--- config.mk ---
export PLATFORM = sky130hd
export DESIGN_NAME = api_frame_deframer_flat
export DESIGN_NICKNAME = d
export VERILOG_FILES = /design/src/afd_pkg.sv /design/src/afd_req_if.sv /design/src/afd_rsp_if.sv /design/src/afd_in_stage.sv /design/src/afd_parser.sv /design/src/afd_out_stage.sv /design/src/api_frame_deframer.sv /design/src/flat_wrapper.sv
export SDC_FILE = /design/constraint.sdc
export NUM_CORES = 1
export LEC_CHECK = 0
export BUFFER_PORTS_ARGS = -buffer_cell sky130_fd_sc_hd__buf_2
export CORE_MARGIN = 2
export CORE_UTILIZATION = 45
export DETAILED_ROUTE_END_ITERATION = 6
export GPL_ROUTABILITY_DRIVEN = 0
export HOLD_SLACK_MARGIN = 0.03
export SETUP_SLACK_MARGIN = 0.3
export SLEW_MARGIN = 20
export SYNTH_ARGS = -nofsm -noshare
export SYNTH_HDL_FRONTEND = slang
export SYNTH_SLANG_ARGS = --single-unit
export TNS_END_PERCENT = 20
--- constraint.sdc ---
create_clock -name clock -period 11.7 [get_ports clock]
set_input_delay 0.585 -clock clock [delete_from_list [all_inputs] [get_ports clock]]
set_output_delay 0.585 -clock clock [all_outputs]
set_load 0.05 [all_outputs]
--- src/afd_pkg.sv ---
package afd_pkg;

   // frame geometry
   localparam int PAYLOAD_BYTES   = 8;
   localparam int FRAME_BYTES_MAX = 24;
   localparam int PAYLOAD_BITS    = 8 * PAYLOAD_BYTES;
   localparam int ADDR_BYTES      = 8;
   localparam int POS_BITS        = 5;

   // link and frame type codes
   localparam logic [7:0] ESC_BYTE   = 8'h7D;
   localparam logic [7:0] ESC_XOR    = 8'h20;
   localparam logic [7:0] TYPE_RX    = 8'h90;
   localparam logic [7:0] TYPE_MODEM = 8'h8A;
   localparam logic [7:0] SUM_BASE   = 8'hFF;

   // decoded byte positions inside a frame
   localparam logic [POS_BITS-1:0] POS_IDLE    = 5'd0;
   localparam logic [POS_BITS-1:0] POS_LEN_HI  = 5'd1;
   localparam logic [POS_BITS-1:0] POS_LEN_LO  = 5'd2;
   localparam logic [POS_BITS-1:0] POS_TYPE    = 5'd3;
   localparam logic [POS_BITS-1:0] POS_ADDR    = 5'd4;
   localparam logic [POS_BITS-1:0] POS_MODEM   = 5'd4;
   localparam logic [POS_BITS-1:0] POS_SRC_HI  = 5'd12;
   localparam logic [POS_BITS-1:0] POS_SRC_LO  = 5'd13;
   localparam logic [POS_BITS-1:0] POS_OPT     = 5'd14;
   localparam logic [POS_BITS-1:0] POS_PAYLOAD = 5'd15;

   // bytes around the length field: delimiter, two length bytes, checksum
   localparam logic [16:0] FRAME_OVERHEAD = 17'd4;
   localparam logic [15:0] CSUM_OFFSET    = 16'd3;

   // result status codes
   localparam logic [2:0] ST_RX_OK     = 3'd0;
   localparam logic [2:0] ST_MODEM_OK  = 3'd1;
   localparam logic [2:0] ST_CSUM_ERR  = 3'd2;
   localparam logic [2:0] ST_UNHANDLED = 3'd3;
   localparam logic [2:0] ST_LEN_ERR   = 3'd4;

   typedef struct packed {
      logic [2:0]  frame_status;
      logic [7:0]  frame_type;
      logic [63:0] dest_address;
      logic [15:0] source_address;
      logic [7:0]  receive_options;
      logic [63:0] payload;
      logic [7:0]  device_status;
   } result_type;

endpackage

--- src/afd_req_if.sv ---
interface afd_req_if;
   logic       valid;
   logic       ready;
   logic [7:0] raw_byte;
   logic       frame_start;

   modport source (output valid, output raw_byte, output frame_start, input ready);
   modport sink   (input valid, input raw_byte, input frame_start, output ready);
endinterface

--- src/afd_rsp_if.sv ---
interface afd_rsp_if;
   logic        valid;
   logic        ready;
   logic [2:0]  frame_status;
   logic [7:0]  frame_type;
   logic [63:0] dest_address;
   logic [15:0] source_address;
   logic [7:0]  receive_options;
   logic [63:0] payload;
   logic [7:0]  device_status;

   modport source (
      output valid, output frame_status, output frame_type, output dest_address,
      output source_address, output receive_options, output payload,
      output device_status, input ready
   );
   modport sink (
      input valid, input frame_status, input frame_type, input dest_address,
      input source_address, input receive_options, input payload,
      input device_status, output ready
   );
endinterface

--- src/afd_in_stage.sv ---
module afd_in_stage (
   input  logic       clock,
   input  logic       reset,
   afd_req_if.sink    req_chan,
   input  logic       take,
   output logic       byte_valid,
   output logic [7:0] raw_byte,
   output logic       frame_start
);

   logic       valid_ff;
   logic       valid_in;
   logic [7:0] byte_ff;
   logic       start_ff;
   logic       load;

   // register refills in the same cycle the held byte is consumed
   assign req_chan.ready = !valid_ff || take;
   assign load           = req_chan.valid && req_chan.ready;
   assign valid_in       = load ? 1'b1 : (take ? 1'b0 : valid_ff);

   always_ff @(posedge clock) begin
      if (reset) begin
         valid_ff <= 1'b0;
      end else begin
         valid_ff <= valid_in;
      end
   end

   always_ff @(posedge clock) begin
      if (load) begin
         byte_ff  <= req_chan.raw_byte;
         start_ff <= req_chan.frame_start;
      end
   end

   assign byte_valid  = valid_ff;
   assign raw_byte    = byte_ff;
   assign frame_start = start_ff;

endmodule

--- src/afd_parser.sv ---
module afd_parser (
   input  logic               clock,
   input  logic               reset,
   input  logic               step,
   input  logic [7:0]         raw_byte,
   input  logic               frame_start,
   output logic               res_valid,
   output afd_pkg::result_type result
);

   logic [afd_pkg::POS_BITS-1:0]     index_ff, index_in;
   logic                             esc_ff, esc_in;
   logic                             skip_ff, skip_in;
   logic [7:0]                       sum_ff, sum_in;
   logic [15:0]                      len_ff, len_in;
   logic [7:0]                       type_ff, type_in;
   logic [63:0]                      addr_ff, addr_in;
   logic [15:0]                      src_ff, src_in;
   logic [7:0]                       opt_ff, opt_in;
   logic [afd_pkg::PAYLOAD_BITS-1:0] pay_ff, pay_in;

   logic [7:0]  b;
   logic [7:0]  expect_sum;
   logic [15:0] len_full;
   logic        active;

   assign b          = esc_ff ? (raw_byte ^ afd_pkg::ESC_XOR) : raw_byte;
   assign expect_sum = afd_pkg::SUM_BASE - sum_ff;
   assign len_full   = {len_ff[15:8], b};
   assign active     = !skip_ff && (index_ff != afd_pkg::POS_IDLE);

   always_comb begin
      index_in  = index_ff;
      esc_in    = esc_ff;
      skip_in   = skip_ff;
      sum_in    = sum_ff;
      len_in    = len_ff;
      type_in   = type_ff;
      addr_in   = addr_ff;
      src_in    = src_ff;
      opt_in    = opt_ff;
      pay_in    = pay_ff;
      res_valid = 1'b0;
      result    = '0;

      priority if (frame_start) begin
         index_in = afd_pkg::POS_LEN_HI;
         esc_in   = 1'b0;
         skip_in  = 1'b0;
         sum_in   = '0;
         len_in   = '0;
         type_in  = '0;
         addr_in  = '0;
         src_in   = '0;
         opt_in   = '0;
         pay_in   = '0;
      end else if (!active) begin
         // idle or skipping: byte dropped
      end else if (!esc_ff && (raw_byte == afd_pkg::ESC_BYTE)) begin
         esc_in = 1'b1;
      end else begin
         esc_in = 1'b0;
         priority if (index_ff == afd_pkg::POS_LEN_HI) begin
            len_in   = {b, 8'h00};
            index_in = afd_pkg::POS_LEN_LO;
         end else if (index_ff == afd_pkg::POS_LEN_LO) begin
            len_in = len_full;
            if ((len_full == 16'd0) ||
                (({1'b0, len_full} + afd_pkg::FRAME_OVERHEAD) >
                 17'(afd_pkg::FRAME_BYTES_MAX))) begin
               res_valid           = 1'b1;
               result.frame_status = afd_pkg::ST_LEN_ERR;
               skip_in             = 1'b1;
               index_in            = afd_pkg::POS_IDLE;
            end else begin
               index_in = afd_pkg::POS_TYPE;
            end
         end else if (index_ff == afd_pkg::POS_TYPE) begin
            type_in = b;
            sum_in  = b;
            if ((b != afd_pkg::TYPE_RX) && (b != afd_pkg::TYPE_MODEM)) begin
               res_valid           = 1'b1;
               result.frame_status = afd_pkg::ST_UNHANDLED;
               result.frame_type   = b;
               skip_in             = 1'b1;
               index_in            = afd_pkg::POS_IDLE;
            end else begin
               index_in = afd_pkg::POS_ADDR;
            end
         end else if ({12'd0, index_ff} == ({1'b0, len_ff} + {1'b0, afd_pkg::CSUM_OFFSET})) begin
            // checksum byte closes the frame
            res_valid         = 1'b1;
            result.frame_type = type_ff;
            priority if (expect_sum != b) begin
               result.frame_status = afd_pkg::ST_CSUM_ERR;
            end else if (type_ff == afd_pkg::TYPE_RX) begin
               result.frame_status    = afd_pkg::ST_RX_OK;
               result.dest_address    = addr_ff;
               result.source_address  = src_ff;
               result.receive_options = opt_ff;
               result.payload         = 64'(pay_ff);
            end else begin
               result.frame_status  = afd_pkg::ST_MODEM_OK;
               result.device_status = opt_ff;
            end
            index_in = afd_pkg::POS_IDLE;
         end else begin
            sum_in   = sum_ff + b;
            index_in = index_ff + 5'd1;
            if (type_ff == afd_pkg::TYPE_RX) begin
               for (int k = 0; k < afd_pkg::ADDR_BYTES; k++) begin
                  if (index_ff == (afd_pkg::POS_ADDR + 5'(k))) begin
                     addr_in[8*(afd_pkg::ADDR_BYTES-1-k) +: 8] = b;
                  end
               end
               if (index_ff == afd_pkg::POS_SRC_HI) begin
                  src_in[15:8] = b;
               end
               if (index_ff == afd_pkg::POS_SRC_LO) begin
                  src_in[7:0] = b;
               end
               if (index_ff == afd_pkg::POS_OPT) begin
                  opt_in = b;
               end
               for (int k = 0; k < afd_pkg::PAYLOAD_BYTES; k++) begin
                  if (index_ff == (afd_pkg::POS_PAYLOAD + 5'(k))) begin
                     pay_in[8*(afd_pkg::PAYLOAD_BYTES-1-k) +: 8] = b;
                  end
               end
            end else if (index_ff == afd_pkg::POS_MODEM) begin
               opt_in = b;
            end
         end
      end
   end

   always_ff @(posedge clock) begin
      if (reset) begin
         index_ff <= afd_pkg::POS_IDLE;
         esc_ff   <= 1'b0;
         skip_ff  <= 1'b0;
      end else if (step) begin
         index_ff <= index_in;
         esc_ff   <= esc_in;
         skip_ff  <= skip_in;
      end
   end

   always_ff @(posedge clock) begin
      if (step) begin
         sum_ff  <= sum_in;
         len_ff  <= len_in;
         type_ff <= type_in;
         addr_ff <= addr_in;
         src_ff  <= src_in;
         opt_ff  <= opt_in;
         pay_ff  <= pay_in;
      end
   end

endmodule

--- src/afd_out_stage.sv ---
module afd_out_stage (
   input  logic               clock,
   input  logic               reset,
   input  logic               load,
   input  afd_pkg::result_type result,
   output logic               free,
   afd_rsp_if.source          rsp_chan
);

   logic                valid_ff;
   logic                valid_in;
   afd_pkg::result_type data_ff;

   assign free     = !valid_ff || rsp_chan.ready;
   assign valid_in = load ? 1'b1 : (rsp_chan.ready ? 1'b0 : valid_ff);

   always_ff @(posedge clock) begin
      if (reset) begin
         valid_ff <= 1'b0;
      end else begin
         valid_ff <= valid_in;
      end
   end

   always_ff @(posedge clock) begin
      if (load) begin
         data_ff <= result;
      end
   end

   assign rsp_chan.valid           = valid_ff;
   assign rsp_chan.frame_status    = data_ff.frame_status;
   assign rsp_chan.frame_type      = data_ff.frame_type;
   assign rsp_chan.dest_address    = data_ff.dest_address;
   assign rsp_chan.source_address  = data_ff.source_address;
   assign rsp_chan.receive_options = data_ff.receive_options;
   assign rsp_chan.payload         = data_ff.payload;
   assign rsp_chan.device_status   = data_ff.device_status;

endmodule

--- src/api_frame_deframer.sv ---
// escaped api frame deframer: takes one raw link byte per req transaction, with
// frame_start marking the delimiter, undoes 0x7d escapes (next byte xor 0x20),
// tracks the big-endian length and the running sum from the type byte on, and
// issues one rsp transaction per frame: receive ok with address, source, options
// and payload fields; modem status ok with the status byte; checksum error; or,
// reported early and with the rest of the frame skipped, an unhandled type or a
// length error (zero length or a frame longer than the buffer). a new frame_start
// drops any frame in progress without a report. one byte is taken every cycle
// while the pipeline is not held; a result is offered on rsp once its closing
// byte has been decoded out of the input register and loaded into the result
// register. a stalled rsp side holds the pipeline only when a byte that yields
// a result meets a full result register.
module api_frame_deframer (
   input  logic      clock,
   input  logic      reset,
   afd_req_if.sink   req_chan,
   afd_rsp_if.source rsp_chan
);

   // held input byte
   logic       byte_valid;
   logic [7:0] held_byte;
   logic       held_start;

   // decode outputs
   logic                res_valid;
   afd_pkg::result_type result;

   // pipeline control
   logic out_free;
   logic fire;

   // a byte moves on unless it makes a result and the result register is busy
   assign fire = byte_valid && (!res_valid || out_free);

   afd_in_stage u_in (
      .clock       (clock),
      .reset       (reset),
      .req_chan    (req_chan),
      .take        (fire),
      .byte_valid  (byte_valid),
      .raw_byte    (held_byte),
      .frame_start (held_start)
   );

   // unescape, field capture and checksum against the frame state
   afd_parser u_parser (
      .clock       (clock),
      .reset       (reset),
      .step        (fire),
      .raw_byte    (held_byte),
      .frame_start (held_start),
      .res_valid   (res_valid),
      .result      (result)
   );

   // result register facing the rsp channel
   afd_out_stage u_out (
      .clock    (clock),
      .reset    (reset),
      .load     (fire && res_valid),
      .result   (result),
      .free     (out_free),
      .rsp_chan (rsp_chan)
   );

endmodule

--- src/flat_wrapper.sv ---
// flat-port wrapper written by rule: the top's interface ports become plain ports
module api_frame_deframer_flat 
  (clock, reset, req_chan_valid, req_chan_raw_byte, req_chan_frame_start, req_chan_ready, rsp_chan_valid, rsp_chan_frame_status, rsp_chan_frame_type, rsp_chan_dest_address, rsp_chan_source_address, rsp_chan_receive_options, rsp_chan_payload, rsp_chan_device_status, rsp_chan_ready);
  afd_req_if req_chan_i ();
  afd_rsp_if rsp_chan_i ();
  input  logic clock;
  input  logic reset;
  input wire logic [$bits(req_chan_i.valid)-1:0] req_chan_valid;
  input wire logic [$bits(req_chan_i.raw_byte)-1:0] req_chan_raw_byte;
  input wire logic [$bits(req_chan_i.frame_start)-1:0] req_chan_frame_start;
  output wire logic [$bits(req_chan_i.ready)-1:0] req_chan_ready;
  output wire logic [$bits(rsp_chan_i.valid)-1:0] rsp_chan_valid;
  output wire logic [$bits(rsp_chan_i.frame_status)-1:0] rsp_chan_frame_status;
  output wire logic [$bits(rsp_chan_i.frame_type)-1:0] rsp_chan_frame_type;
  output wire logic [$bits(rsp_chan_i.dest_address)-1:0] rsp_chan_dest_address;
  output wire logic [$bits(rsp_chan_i.source_address)-1:0] rsp_chan_source_address;
  output wire logic [$bits(rsp_chan_i.receive_options)-1:0] rsp_chan_receive_options;
  output wire logic [$bits(rsp_chan_i.payload)-1:0] rsp_chan_payload;
  output wire logic [$bits(rsp_chan_i.device_status)-1:0] rsp_chan_device_status;
  input wire logic [$bits(rsp_chan_i.ready)-1:0] rsp_chan_ready;
  assign req_chan_i.valid = req_chan_valid;
  assign req_chan_i.raw_byte = req_chan_raw_byte;
  assign req_chan_i.frame_start = req_chan_frame_start;
  assign req_chan_ready = req_chan_i.ready;
  assign rsp_chan_valid = rsp_chan_i.valid;
  assign rsp_chan_frame_status = rsp_chan_i.frame_status;
  assign rsp_chan_frame_type = rsp_chan_i.frame_type;
  assign rsp_chan_dest_address = rsp_chan_i.dest_address;
  assign rsp_chan_source_address = rsp_chan_i.source_address;
  assign rsp_chan_receive_options = rsp_chan_i.receive_options;
  assign rsp_chan_payload = rsp_chan_i.payload;
  assign rsp_chan_device_status = rsp_chan_i.device_status;
  assign rsp_chan_i.ready = rsp_chan_ready;
  api_frame_deframer u_core (.clock(clock), .reset(reset), .req_chan(req_chan_i), .rsp_chan(rsp_chan_i));
endmodule
==> results summary <==
The predominant post-synthesis flop cell is edfxtp_1. The number of antenna violations at the first check in global routing is 0. The master of the slowest instance on the critical path is buf_4. Entering global routing, the biggest net connects 145 pins. The critical path in this run is classified as flop to flop.

The clock network fraction of design power is 0.419. The setup slack after placement came out at 6.53 ns. The remaining number of nets flagged by the antenna check after routing came out at 0.

The power density relative to cell area is 160 mW/mm². The area growth from synthesis to layout came out at 17.6%. The width of the die is 185 µm. The placeable core area is 0.0324 mm². The beginning of the critical path is u_core.u_parser.len_ff[0].

The synthesized area per cell is 15.5 µm². Setup repair after global routing left no endpoint under its margin. The total inserted antenna cells is 0. The I/O pin count is 186. The internal power consumption came out at 2.19 mW.

Across the routed clock network, the largest skew measured is 0.0205 ns. The critical path buffer and inverter count came out at 3. The relative slew slack is 0.342. The global routing stage identified its most utilized layer as met2. The number of hold violations in the final report was 0. The net switching component of the power came out at 584 µW. The post-synthesis register bit count came out at 373. The largest stage delay on the critical path is 0.81 ns. The worst setup path is captured at a flop. The floorplan die area came out at 0.0343 mm². The cell count after synthesis came out at 954. For the worst setup path, the data required time is 11.85 ns. The number of port buffers is 185. The average routed wire per standard cell came out at 19.6 µm. The part of the power in registers came out at 0.539. The minimum clock period came out at 4.86 ns.

Counting along the longest clock path gives a buffer depth of 3. edfxtp_1 is the most common cell in the netlist. The total detailed-routing wirelength came out at 31,700 µm. In the global route stage, met1 resource usage came out at 0.258. Summed over all cells, the static leakage comes to 5.68 nW. The number of filler cells placed in the layout is 2,687. The number of failing setup endpoints in the final timing report is 0.

Clock latency on the worst-skew pair, taken at its later pin, is 0.53 ns. The maximum net fanout on the critical path came out at 71. The setup slack after layout came out at 6.84 ns. The Yosys warning count came out at 0. The peak clock frequency supported by timing is 206 MHz.

The number of H-tree branching levels came out at 2. The iteration count of the initial detailed-routing pass came out at 5. In this run the clock root is driven by a clkbuf_16. The met3 usage came out at 0.0309. The standard-cell row count came out at 66. Of the total power, the share spent switching nets is 0.210. In this run the critical register-to-register path is launched from u_core.u_parser.len_ff[0]. The post-synth design cell area is 0.0148 mm².

Clock-pin slew was measured on the worst setup and hold paths at 0.06 ns. The starting density of the core came out at 0.456. After synthesis, the cell types taking the most area are edfxtp_1 74%, and2_1 7.2%, ha_1 1.4%, nor2_1 1.4%, dfxtp_1 1.2%. TritonCTS built the clock tree. In this run the most critical hold path is launched from req_chan_frame_start. The category of the worst setup path launch point is a flop. The footprint of the flip-flops and latches came out at 0.0111 mm². The number of global-route vias before repair came out at 8,008. The number of DRC markers in iteration 0 came out at 704. In this run the worst hold path is classified as input port to flop. The async set or reset register ratio after synthesis is 0.

The register area share after synthesis is 0.753. The arrival time of data at the critical path endpoint is 5.01 ns. The total of max-cap violations came out at 0.

The hold buffer count at cts came out at 0. At the end of the flow, the number of nets in the layout was 1,184. The signal on the critical path passes through inv_1 -> ha_1 -> nand4b_1 -> a2111oi_0 -> a21o_1 -> nand4_1 -> nor4b_4 -> o2111ai_1 -> nor2_4 -> buf_4 -> buf_4. The final setup TNS is 0 ns. Counting flops with a built-in enable in the synthesized netlist gives 364. The first global-routing pass estimated 47,500 µm of wire.

The count of pins over their slew limit came to 0. The largest total area in the synthesized netlist belongs to edfxtp_1. Of the cells placed in the final design, the portion with a size suffix greater than 1 is 0.236.

The most numerous cell type found on the critical path is buf_4. Dividing the final minimum period by the clock period gives 0.415. The average vias per placed instance came out at 5.18. The instance area after placement is 0.0162 mm².

The number of distinct library cells after synthesis came out at 73. The die span in y is 185 µm. In this design, the largest share of critical-path delay is due to buffers and inverters.

The slew at the pin closest to its max-slew limit is 0.977 ns. The fraction of post-synthesis cell area in the top cell type by area came out at 0.741. By count the netlist is led by 364 x edfxtp_1, 169 x and2_1, 55 x nor2_1. The detailed placement HPWL is 20,300 µm. The peak supply drop is 96.5 µV.

The post-route cell area came out at 0.0174 mm². The final routed DRC violation total is 0. The clock drives 373 sinks. The run finished with clean final reports. The area of the multi-input gates came out at 0.00338 mm². For this run, global-route usage on met2 was measured as 0.300. The global-route usage over all layers is 0.185. The overall via count from detail_route is 8,375.

The number of buffers added by the clock tree synthesis step came out at 39. Of the total power, combinational logic draws 0.042. Global routing finished with a remaining overflow of 0. In this run the post-CTS setup repair buffer count came out at 0. Synthesis produced a netlist with a net count of 985.

Post-CTS repair changed the size of 0 cells.
## per-stage QoR
stage          hold slack [ns]  utilization  instances  power (mW)
2_1_floorplan            0.447            -        954        1.59
3_3_place_gp             0.471        0.499       1554        1.64
3_5_place_dp             0.472        0.499       1554        1.64
4_1_cts                  0.225        0.536       1618        2.80
5_1_grt                  0.221        0.536       1618        2.87
6_report                 0.243        0.536       1618        2.78
## power groups by stage
| stage | Sequential [mW] | Clock [mW] | Combinational (mW) |
|---|---|---|---|
| floorplan | 1.52 | 0 | 0.0751 |
| global placement | 1.53 | 0 | 0.115 |
| detailed placement | 1.53 | 0 | 0.116 |
| CTS | 1.50 | 1.18 | 0.116 |
| global route | 1.50 | 1.24 | 0.128 |
| finish | 1.50 | 1.16 | 0.116 |
## layout by cell type, fill, tap and decap left out, types with 4 or more instances in the layout
cell,synthesis,final
a21oi_1,29,29
a31oi_1,4,4
clkinv_1,1,10
clkbuf_1,28,4
and4_1,4,4
a22oi_1,5,5
nor2b_1,12,9
and2_1,169,169
o21a_1,11,11
buf_4,0,13
clkbuf_16,0,39
nor2_1,55,49
xnor2_1,15,15
buf_2,3,185
nor4_1,11,11
clkinv_2,0,4
ha_1,17,17
and3_1,7,7
xor2_1,7,7
nand2b_1,7,7
o21ai_0,9,9
dfxtp_1,9,9
nor2_2,0,5
inv_1,22,22
nand3_1,15,15
nand4_1,8,8
edfxtp_1,364,364
nor3_1,21,20
a21o_1,4,4
a211oi_1,4,4
nand2_1,38,38
mux2i_1,4,4
nand3b_1,4,4
## path summary, 6_finish.rpt
check	cells after the start	slack, ns	end
max	11	6.84	u_core.u_out.rsp_chan.dest_address[11]
min	1	0.24	u_core.u_in.frame_start
max reg2reg	11	6.84	u_core.u_out.rsp_chan.dest_address[11]
min reg2reg	2	0.49	u_core.u_parser.skip_ff
## worst reg2reg max path, delay by kind of cell, from the launching register on
kind            cells  cell delay [ns]
compound gates      3             1.04
fa+ha+maj           1             0.25
flops               1             0.42
simple gates        4             1.27
buf+inv             3             1.48
## metal layers
metal | up-vias | share of wire | wire length [µm]
li1 | 3919 | - | -
met1 | 4100 | 0.43 | 13700
met2 | 300 | 0.48 | 15100
met3 | 56 | 0.064 | 2040
met4 | 0 | 0.025 | 797
met5 | - | 0 | 0
## flip-flops by register name, indices dropped and copies added, names as in the netlist, 16 cells and up
signal / cells
u_core.u_out.rsp_chan.dest_address: 64
u_core.u_out.rsp_chan.source_address: 16
u_core.u_parser.src_ff: 16
u_core.u_out.rsp_chan.payload: 64
u_core.u_parser.pay_ff: 64
u_core.u_parser.len_ff: 16
u_core.u_parser.addr_ff: 64
## logic make-up after synthesis
| logic type | share of synthesized area |
|---|---|
| multiplexers | 0.00348 |
| flip-flops | 0.753 |
| XOR/XNOR | 0.0142 |
| AND/OR/NAND/NOR | 0.143 |
| buffers and inverters | 0.0211 |
| AO/OA/AOI/OAI | 0.0492 |
| adder cells (fa/ha/maj) | 0.0158 |
## area by class of cell
| class | instances | area share |
|---|---|---|
| inverters | 23 | 0.00497 |
| clock buffers | 43 | 0.0571 |
| repair buffers | 199 | 0.0596 |
| well taps | 442 | 0.0319 |
| clock inverters | 21 | 0.0115 |
| multi-input cells | 517 | 0.195 |
| flip-flops and latches | 373 | 0.640 |
Power figures use the tool's default switching activity.
